==> config.mk <==
export PLATFORM = sky130hd
export DESIGN_NAME = mfq_front_flat
export DESIGN_NICKNAME = d
export VERILOG_FILES = /design/src/rtl/mfq_pkg.sv /design/src/rtl/mfq_if.sv /design/src/rtl/mfq_front.sv /design/src/flat_wrapper.sv
export SDC_FILE = /design/constraint.sdc
export NUM_CORES = 1
export LEC_CHECK = 0
export BUFFER_PORTS_ARGS = -buffer_cell sky130_fd_sc_hd__buf_2
export CAP_MARGIN = 20
export CORE_UTILIZATION = 28
export DETAILED_ROUTE_END_ITERATION = 8
export GPL_TIMING_DRIVEN = 0
export HOLD_SLACK_MARGIN = 0.03
export PLACE_DENSITY_LB_ADDON = 0.05
export SETUP_SLACK_MARGIN = 0.4
export SYNTH_ARGS = -nofsm -noshare
export SYNTH_HDL_FRONTEND = slang
export SYNTH_SLANG_ARGS = --single-unit
==> constraint.sdc <==
create_clock -name clk_i -period 5.7 [get_ports clk_i]
set_clock_uncertainty 0.1 [all_clocks]
set_input_delay 0.285 -clock clk_i [delete_from_list [all_inputs] [get_ports clk_i]]
set_output_delay 0.285 -clock clk_i [all_outputs]
set_load 0.01 [all_outputs]
==> src/rtl/mfq_pkg.sv <==
// ----------------------------------------------------------------------------
// mfq_pkg: shared types and constants
// Word layouts, codes and sizes for the feedback-queue scheduler.
// ----------------------------------------------------------------------------
`timescale 1ns / 1ps
`default_nettype none

package mfq_pkg;

  localparam int MaxTasks  = 64;
  localparam int TaskW     = $clog2(MaxTasks);
  localparam int NumLevels = 3;
  localparam int LvlW      = 2;
  localparam int FillW     = TaskW + 1;
  localparam int QAddrW    = LvlW + TaskW;
  localparam int CfgIdxW   = 2;
  localparam int CfgDataW  = 20;

  localparam logic [15:0] QuantumTopRst    = 16'd10;
  localparam logic [15:0] QuantumMiddleRst = 16'd20;
  localparam logic [15:0] QuantumBottomRst = 16'd40;
  localparam logic [19:0] BoostIntervalRst = 20'd150;

  localparam logic KindAdmit    = 1'b0;
  localparam logic KindDispatch = 1'b1;

  typedef enum logic [1:0] {
    TS_FREE   = 2'd0,
    TS_ACTIVE = 2'd1,
    TS_DONE   = 2'd2,
    TS_RSVD   = 2'd3
  } task_state_e;

  typedef enum logic [CfgIdxW-1:0] {
    CFG_QUANTUM_TOP    = 2'd0,
    CFG_QUANTUM_MIDDLE = 2'd1,
    CFG_QUANTUM_BOTTOM = 2'd2,
    CFG_BOOST_INTERVAL = 2'd3
  } cfg_idx_e;

  typedef struct packed {
    logic        kind;
    logic [5:0]  task_id;
    logic [15:0] service_time;
    logic [31:0] arrival_time;
  } in_word_t;

  typedef struct packed {
    logic        status;
    logic        idle;
    logic [5:0]  served_task;
    logic [15:0] slice_length;
    logic [1:0]  new_level;
    logic        finished;
    logic [31:0] response_time;
    logic [31:0] turnaround_time;
    logic        boosted;
    logic [31:0] now_time;
    logic [31:0] switch_count;
  } out_word_t;

endpackage

`default_nettype wire

==> src/rtl/mfq_if.sv <==
// ----------------------------------------------------------------------------
// mfq_if: valid/ready channels
// Input and result channels of the scheduler.
// ----------------------------------------------------------------------------
`timescale 1ns / 1ps
`default_nettype none

interface mfq_in_if;
  logic               valid;
  logic               ready;
  mfq_pkg::in_word_t  data;
  modport source (output valid, output data, input ready);
  modport sink   (input valid, input data, output ready);
endinterface


`default_nettype wire

==> src/rtl/mfq_front.sv <==
// ----------------------------------------------------------------------------
// mfq_front: input word queue
// Two-entry queue that takes words in and hands them to the engine.
// ----------------------------------------------------------------------------
`timescale 1ns / 1ps
`default_nettype none

module mfq_front (
  input  wire logic clk_i,
  input  wire logic rst_ni,
  mfq_in_if.sink    in_i,
  mfq_in_if.source  cmd_o
);
  import mfq_pkg::*;

  in_word_t   mem_q [2];
  logic       wr_ptr_q, rd_ptr_q;
  logic [1:0] cnt_q;
  logic       push, pop;

  assign in_i.ready  = (cnt_q != 2'd2);
  assign cmd_o.valid = (cnt_q != 2'd0);
  assign cmd_o.data  = mem_q[rd_ptr_q];
  assign push = in_i.valid && in_i.ready;
  assign pop  = cmd_o.valid && cmd_o.ready;

  always_ff @(posedge clk_i) begin
    if (push) begin
      mem_q[wr_ptr_q] <= in_i.data;
    end
  end

  always_ff @(posedge clk_i or negedge rst_ni) begin
    if (!rst_ni) begin
      wr_ptr_q <= 1'b0;
      rd_ptr_q <= 1'b0;
      cnt_q    <= 2'd0;
    end else begin
      if (push) wr_ptr_q <= ~wr_ptr_q;
      if (pop)  rd_ptr_q <= ~rd_ptr_q;
      cnt_q <= cnt_q + {1'b0, push} - {1'b0, pop};
    end
  end

endmodule

`default_nettype wire

==> src/flat_wrapper.sv <==
// flat-port wrapper written by rule: the top's interface ports become plain ports
module mfq_front_flat import mfq_pkg::*;
  (clk_i, rst_ni, in_i_valid, in_i_data, in_i_ready, cmd_o_valid, cmd_o_data, cmd_o_ready);
  mfq_in_if in_i_i ();
  mfq_in_if cmd_o_i ();
  input  wire logic clk_i;
  input  wire logic rst_ni;
  input wire logic [$bits(in_i_i.valid)-1:0] in_i_valid;
  input wire logic [$bits(in_i_i.data)-1:0] in_i_data;
  output wire logic [$bits(in_i_i.ready)-1:0] in_i_ready;
  output wire logic [$bits(cmd_o_i.valid)-1:0] cmd_o_valid;
  output wire logic [$bits(cmd_o_i.data)-1:0] cmd_o_data;
  input wire logic [$bits(cmd_o_i.ready)-1:0] cmd_o_ready;
  assign in_i_i.valid = in_i_valid;
  assign in_i_i.data = in_i_data;
  assign in_i_ready = in_i_i.ready;
  assign cmd_o_valid = cmd_o_i.valid;
  assign cmd_o_data = cmd_o_i.data;
  assign cmd_o_i.ready = cmd_o_ready;
  mfq_front u_core (.clk_i(clk_i), .rst_ni(rst_ni), .in_i(in_i_i), .cmd_o(cmd_o_i));
endmodule
# ---- After elaboration in Yosys (flattened, before gate mapping)
# Memory sizes are Yosys's and may differ from the RTL's.
# Cells that the tools add are included.
dict set report word_totals {
  memories 1
  wordCells 14
  register_bits 4
  output_inout_bits 57
  ram_bits 110
}
dict set report classes {
  mux 2
  add_sub_neg 2
  n_reduce_logical 3
  bitwise_logic 2
  n_eq_ne 1
}
# name depth word_bits rd rd_ports_with_merged_regs write_ports line_no
set memory_table {}
lappend memory_table {u_core.mem_q 2 55 1 0 1 mfq_front.sv:16} ;# in_word_t mem_q [2];
# operator count
set op_table {}
lappend op_table {{adder 2 x 1 -> 2 bit} 1}
lappend op_table {{logical AND 1 bit} 2}
lappend op_table {{2-to-1 mux 1 bit} 2}
lappend op_table {{inequality test 2 bit (second input constant)} 1}
lappend op_table {{inverter 1 bit} 2}
lappend op_table {{nonzero test 2 bit} 1}
lappend op_table {{subtractor 2 x 1 -> 2 bit} 1}

# ---- Logic depth before layout (Yosys ltp)
# Gate-level depths: netlist of the first run.
dict set report depth {
  ltp_word 4
  ltp_mapped 7
}

# ---- Least setup slack after synthesis of the first run
# OpenSTA, ideal clock, no wires.
dict set report synth_path {
  path_type {register to register}
  startpoint {reg u_core.cnt_q[1]}
  endpoint {mem u_core.mem_q[0][0] (netlist bit) (enable)}
  setup_slack_ps 2171
  arrival_time_ps 2961
  setup_time_ps 468
  t_required_ps 5132
  n_path_buf 0
  path_stages_with_launch 4
  path_cell_list {dfrtp_1 nand2b_1 nand2_1 nor2_1}
}
dict set report synth_between {
  elab_chain_len 4
}
# element line_no
set synth_lines {}
lappend synth_lines {{start, declared} mfq_front.sv:18} ;# logic [1:0] cnt_q;
lappend synth_lines {{start signal, assigned} mfq_front.sv:41} ;# cnt_q <= cnt_q + {1'b0, push} - {1'b0, pop};
lappend synth_lines {{inequality test 2 bit} mfq_front.sv:21} ;# assign in_i.ready = (cnt_q != 2'd2);
lappend synth_lines {{net in_i_ready} flat_wrapper.sv:10} ;# output wire logic [$bits(in_i_i.ready)-1:0] in_i_ready;
lappend synth_lines {{logical AND 1 bit} mfq_front.sv:24} ;# assign push = in_i.valid && in_i.ready;
lappend synth_lines {{2-to-1 mux 1 bit} mfq_front.sv:28} ;# if (push) begin
lappend synth_lines {{2-to-1 mux 1 bit (not written as such)} mfq_front.sv:29} ;# mem_q[wr_ptr_q] <= in_i.data;
lappend synth_lines {{end, declared} mfq_front.sv:16}
# The timed path passes the listed nets, and every way through them passes these cells.

# ---- Worst setup path after layout of the first run
dict set report layout_path {
  startpoint {reg u_core.rd_ptr_q}
  endpoint {out cmd_o_data[20]}
}
dict set report layout_between {
  elab_chain_len 1
}
# element line_no
set layout_lines {}
lappend layout_lines {{start, declared} mfq_front.sv:17} ;# logic wr_ptr_q, rd_ptr_q;
lappend layout_lines {{start signal, assigned} mfq_front.sv:40} ;# if (pop) rd_ptr_q <= ~rd_ptr_q;
lappend layout_lines {{memory read (2 x 55 bit)} --}
lappend layout_lines {{end, declared} flat_wrapper.sv:12} ;# output wire logic [$bits(cmd_o_i.data)-1:0] cmd_o_data;
# Every way passes these cells.

==> impl_metrics.py, run 1 <==
metrics = {
    "status": {
        "status": "completed",
    },
    "global_route": {
        "grt_pass1_wl_um": 12900,
        "gr-max-usage-layer": "met2",
        "grt_pass1_vias": 2477,
        "overflow": 0,
        "met2_usage_pct": 17.9,
        "grt_usage_pct": 11.2,
        "antenna_found_initial": 0,
        "use_met3_pct": 5.27,
        "grt.met1_usage_pct": 12.7,
        "grt_max_degree": 56,
    },
    "placed_design": {
        "dp_hpwl_um": 5170,
        "io_buffer_count": 115,
        "gp_congestion": 0.666,
    },
    "clock_tree": {
        "cts.sinks": 114,
        "root_buffer": "clkbuf_16",
        "clk_pin_slew_worst_paths_ns": 0.05,
        "cts_buffers": 17,
        "clock_path_buffers": 2,
        "h-tree-depth": 4,
        "clkLatencyLatePin_ns": 0.40,
        "cts_tree": "done",
    },
    "critical_path": {
        "path_buf_inv": 3,
        "crit_path_cell_trace": "buf_6 > buf_6 > mux2_4 > buf_2",
        "required_ns": 5.32,
        "crit_fanout": 10,
        "r2r_slack_ns": 3.90,
        "crit_type": "reg2out",
        "start_kind": "register",
        "cp.depth": 4,
        "r2r_start": "u_core.cnt_q[1]$_DFF_PN0_",
        "critPathCapture": "cmd_o_data[20]",
        "reg2reg_depth": 2,
        "crit_path_end_kind": "primary output",
        "timing.rr.end": "u_core.mem_q[1][40]$_DFFE_PP_",
        "critPathMaxStageDelay_ns": 0.35,
        "crit_path_start": "u_core.rd_ptr_q$_DFFE_PN0P_",
        "worstPathArrival_ns": 1.59,
        "cpMostUsedCell": "buf_6",
        "cpMaxStageDelayCell": "dfrtp_1",
        "critPathTopFamily": "buffers and inverters",
    },
    "pwr": {
        "total_power_mw": 3.10,
        "power_density_nw_per_um2": 494,
        "irDropWorstVdd_mv": 0.285,
        "p_leak_nw": 2.50,
    },
    "logic_synthesis": {
        "ys_warn_count": 0,
        "ys_types": 16,
        "syn_area_um2": 4340,
        "syn-mean-instance-area_um2": 22.8,
        "synth_seq_area_share_pct": 78.5,
        "syn_nets": 251,
        "ys_ff_latch": 114,
        "syn_inst": 190,
    },
    "floorplanning": {
        "die-height_um": 126,
        "fp.dieW_um": 126,
        "die_area_um2": 16000,
        "initial_core_util_pct": 28.6,
        "row_count": 45,
        "ios": 116,
        "core_area_um2": 15100,
    },
    "min_path": {
        "hold_path_class": "in2async",
    },
    "sta": {
        "tns_ns": 0,
        "max_freq_mhz": 507,
        "hold-worst-slack_ns": 0.127,
        "setup_violations": 0,
        "worstMarginPinSlew_ns": 0.827,
        "slew_violations": 0,
        "period_minus_slack_ns": 1.97,
        "rsz0062_at_grt": "false",
        "period_share_pct": 34.6,
        "final_hold_viol_count": 0,
        "maxSlewHeadroom_pct": 44.8,
    },
    "routing": {
        "final_antenna_net_count": 0,
        "wirelength_um": 8290,
        "vias": 2339,
        "wl_per_cell_um": 14.2,
        "viasPerCell": 4.01,
        "drt_first_pass_iters": 4,
        "drc_errors": 0,
        "drt_iter0_drc": 100,
    },
    "job": {
        "max_cap_violations": 0,
    },
    "final_layout": {
        "antenna_cells": 0,
        "fin_util_pct": 41.4,
        "final_layout_size_suffix_gt1_share_pct": 51.1,
        "syn_to_final_growth_pct": 44.6,
        "nets": 443,
    },
}
cell usage in the layout, fill, tap and decap left out:
master / instances
buf_2: 116
edfxtp_1: 110
dlygate4sd3_1: 56
mux2_4: 40
clkbuf_16: 17
mux2_2: 15
clkbuf_1: 6
buf_6: 5
clkinv_1: 4
clkinv_2: 4
dfrtp_1: 4
inv_1: 3
xnor2_1: 3
ha_1: 2
buf_12: 2
nand2b_1: 1
nand2_1: 1
and3_4: 1
nor2_4: 1
or2_1: 1
and2_1: 1
xor2_1: 1
bufinv_16: 1
power breakdown:
group / total [mW] / switching [mW] / leakage (nW) / internal [mW]
logic: 0.979 / 0.477 / 1.18 / 0.502
registers: 1.20 / 0.0472 / 1.07 / 1.15
clock network: 0.922 / 0.334 / 0.253 / 0.588
total: 3.10 / 0.858 / 2.50 / 2.24
metrics by stage:
step	worst slack (ns)	area, um^2	std cells
2_1_floorplan	2.17	4340	190
3_3_place_gp	0.266	5150	493
3_5_place_dp	3.86	5200	495
4_1_cts	3.67	6270	583
5_1_grt	3.64	6270	583
6_report	3.73	6270	583
synth_stat cells, drive strengths merged:
cell | n | area [um^2]
inv | 3 | 11.3
buf | 6 | 61.3
xor2 | 1 | 8.76
edfxtp | 110 | 3300
and2 | 1 | 6.26
xnor2 | 3 | 26.3
nand2b | 1 | 6.26
mux2 | 55 | 769
dfrtp | 4 | 100
ha | 2 | 25.0
nand2 | 1 | 3.75
or2 | 1 | 6.26
and3 | 1 | 6.26
nor2 | 1 | 3.75
state kept, by name (all words and copies together), names as in the netlist:
| name | flops |
|---|---|
| u_core.mem_q | 110 |
| u_core.wr_ptr_q | 1 |
| u_core.rd_ptr_q | 1 |
| u_core.cnt_q | 2 |
worst min-delay path by stage:
stage	to	slack, ns	cells past startpoint
after floorplan	u_core.cnt_q[0]$_DFF_PN0_	-0.11	0
after global placement	u_core.wr_ptr_q$_DFFE_PN0P_	-0.0007	1
after detailed placement	u_core.wr_ptr_q$_DFFE_PN0P_	-0.00009	1
after CTS	u_core.wr_ptr_q$_DFFE_PN0P_	0.11	2
after global routing	u_core.cnt_q[0]$_DFF_PN0_	0.13	2
final	u_core.wr_ptr_q$_DFFE_PN0P_	0.13	2
final cells by class:
| type | instances | area [um^2] |
|---|---|---|
| Tap cell | 188 | 235 |
| Buffer | 6 | 61.3 |
| Timing Repair Buffer | 173 | 1180 |
| Inverter | 3 | 11.3 |
| Fill cell | 1395 | 8870 |
| Multi-Input combinational cell | 67 | 875 |
| Sequential cell | 114 | 3400 |
| Clock inverter | 9 | 65.1 |
| Clock buffer | 23 | 448 |
routing by layer:
layer  wire (um)  vias to the layer above
met5           0                        -
met2        4030                       74
met4         111                        0
li1            -                     1127
met1        3700                     1130
met3         455                        8
kinds of logic after synthesis:
family / share of synthesized area [%]
AND/OR/NAND/NOR: 0.750
flip-flops: 78.5
adder cells (fa/ha/maj): 0.577
multiplexers: 17.7
buffers and inverters: 1.67
XOR/XNOR: 0.808
timing repair:
item / in CTS / in global routing
hold buffers: 56 / 0
endpoints found under the setup margin: 0 / 0
endpoints found under the hold margin: 114 / 0
setup buffers: 0 / 0
gates resized for setup: 0 / 0
(Power assumes the default switching activity.)
==> run 2, diff against run 1 <==
clock period = 2.02 ns   (was 5.7 ns; I/O delays follow)
==> run 2 against run 1 <==
Against the previous run: sequential cell count is the same; critical endpoint is now cmd_o_data[10]; critical path type unchanged; global-route usage grew 0.45 points; via count grew 5.2%; largest cell class unchanged; power grew to 3.1 times the previous value.
==> impl_metrics.py, run 2 (same netlist as run 1, synthesis figures left out) <==
metrics = {
    "final_layout": {
        "antenna_cells": 0,
        "mostFrequentLayoutCell": "buf_2",
        "multiInputGateArea_um2": 953,
        "largest_register_ffs": 110,
        "fin_util_pct": 43.3,
        "reg.largest.list": "u_core.mem_q x110, u_core.cnt_q x2",
        "final_cell_mix": "buf_2, edfxtp_1, dlygate4sd3_1",
        "instances_no_fill": 597,
        "nets": 458,
        "finalInstanceArea_um2": 6560,
        "final_layout_size_suffix_gt1_share_pct": 54.0,
        "top_register": "u_core.mem_q",
        "regArea_um2": 3400,
        "fillerInstances": 1414,
        "syn_to_final_growth_pct": 51.3,
    },
    "routing": {
        "drt_iter0_drc": 88,
        "drt_first_pass_iters": 4,
        "final_antenna_net_count": 0,
        "drc_errors": 0,
        "vias": 2461,
        "wl_per_cell_um": 15.3,
        "wirelength_um": 9120,
        "viasPerCell": 4.12,
    },
    "critical_path": {
        "crit_fanout": 10,
        "timing.rr.end": "u_core.cnt_q[1]$_DFF_PN0_",
        "r2r_start": "u_core.cnt_q[1]$_DFF_PN0_",
        "start_kind": "register",
        "reg2reg_depth": 7,
        "worstPathArrival_ns": 1.57,
        "crit_path_end_kind": "primary output",
        "critPathCapture": "cmd_o_data[10]",
        "r2r_slack_ns": 0.29,
        "crit_path_start": "u_core.rd_ptr_q$_DFFE_PN0P_",
        "crit_type": "reg2out",
        "required_ns": 1.82,
    },
    "clock_tree": {
        "cts_tree": "done",
        "cts.sinks": 114,
        "clock_path_buffers": 2,
        "h-tree-depth": 4,
        "cts_buffers": 17,
        "root_buffer": "clkbuf_16",
        "clk_pin_slew_worst_paths_ns": 0.05,
        "clkLatencyLatePin_ns": 0.40,
    },
    "placed_design": {
        "gp_congestion": 0.674,
        "dp_hpwl_um": 5170,
        "io_buffer_count": 115,
        "dpl_cell_area_um2": 5200,
        "place_inst": 495,
    },
    "sta": {
        "period_minus_slack_ns": 1.77,
        "rsz0062_at_grt": "true",
        "slew_violations": 0,
        "setup_violations": 0,
        "worstMarginPinSlew_ns": 0.393,
        "max_freq_mhz": 565,
        "tns_ns": 0,
        "final_hold_viol_count": 0,
        "maxSlewHeadroom_pct": 73.8,
        "period_share_pct": 87.7,
        "hold-worst-slack_ns": 0.321,
    },
    "global_route": {
        "grt_max_degree": 29,
        "overflow": 0,
        "grt_pass1_wl_um": 13400,
        "grt_usage_pct": 11.6,
        "antenna_found_initial": 0,
        "grt_pass1_vias": 2549,
    },
    "status": {
        "status": "completed",
    },
    "job": {
        "max_cap_violations": 0,
    },
    "floorplanning": {
        "die_area_um2": 16000,
        "initial_core_util_pct": 28.6,
        "fp.dieW_um": 126,
        "ios": 116,
        "row_count": 45,
        "core_area_um2": 15100,
        "die-height_um": 126,
    },
    "pwr": {
        "p_leak_nw": 2.63,
        "irDropWorstVdd_mv": 0.970,
        "power_density_nw_per_um2": 1440,
    },
    "min_path": {
        "hold_path_class": "in2reg",
    },
}
run 2: final cells by class:
class | count | share of cell area, %
plain buffers | 6 | 1.64
repair buffers | 185 | 19.7
clock inverters | 8 | 1.70
clock buffers | 23 | 6.83
flip-flops and latches | 114 | 51.9
inverters | 3 | 0.172
multi-input cells | 70 | 14.5
well taps | 188 | 3.59
run 2: report_power, final:
part	internal (mW)	leakage, nW	total [mW]	switching [mW]
clock network	1.91	0.272	2.84	0.933
logic	1.72	1.29	3.21	1.49
registers	3.24	1.07	3.40	0.165
run 2: critical path, stage by stage (launching register included):
cell     delay [ns]
dfrtp_1        0.40
buf_12         0.16
buf_12         0.15
mux2_4         0.30
buf_2          0.14
run 2: repair_timing:
item | CTS | global route
hold endpoints to repair | 116 | 0
gates cloned | 1 | 3
hold buffers | 59 | 0
pin swaps | 7 | 6
resized for setup | 18 | 4
setup endpoints to repair | 146 | 162
setup buffers | 3 | 5
run 2: routing by layer:
| layer | wire length [um] | global-route usage [%] | part of all wire, % |
|---|---|---|---|
| met1 | 4310 | 13.5 | 47 |
| met2 | 4100 | 18.2 | 45 |
| met3 | 590 | 5.36 | 6.5 |
| met4 | 124 | 5.53 | 1.4 |
| met5 | 0 | 0 | 0 |
run 2: worst min-delay path by stage:
stage | from | to | cells after the start
floorplan | rst_ni | u_core.cnt_q[0]$_DFF_PN0_ | 0
global placement | rst_ni | u_core.cnt_q[0]$_DFF_PN0_ | 1
detailed placement | rst_ni | u_core.wr_ptr_q$_DFFE_PN0P_ | 1
CTS | in_i_data[5] | u_core.mem_q[1][5]$_DFFE_PP_ | 2
global route | in_i_data[46] | u_core.mem_q[1][46]$_DFFE_PP_ | 2
finish | in_i_data[5] | u_core.mem_q[1][5]$_DFFE_PP_ | 2
run 2: stage by stage:
| stage | setup WS, ns | total power [mW] |
|---|---|---|
| after detailed placement | 0.155 | 6.21 |
| final | 0.249 | 9.45 |
| after CTS | 0.212 | 9.44 |
| after global routing | 0.182 | 9.93 |
| after global placement | -0.622 | 6.15 |
| after floorplan | 0.0132 | 5.20 |
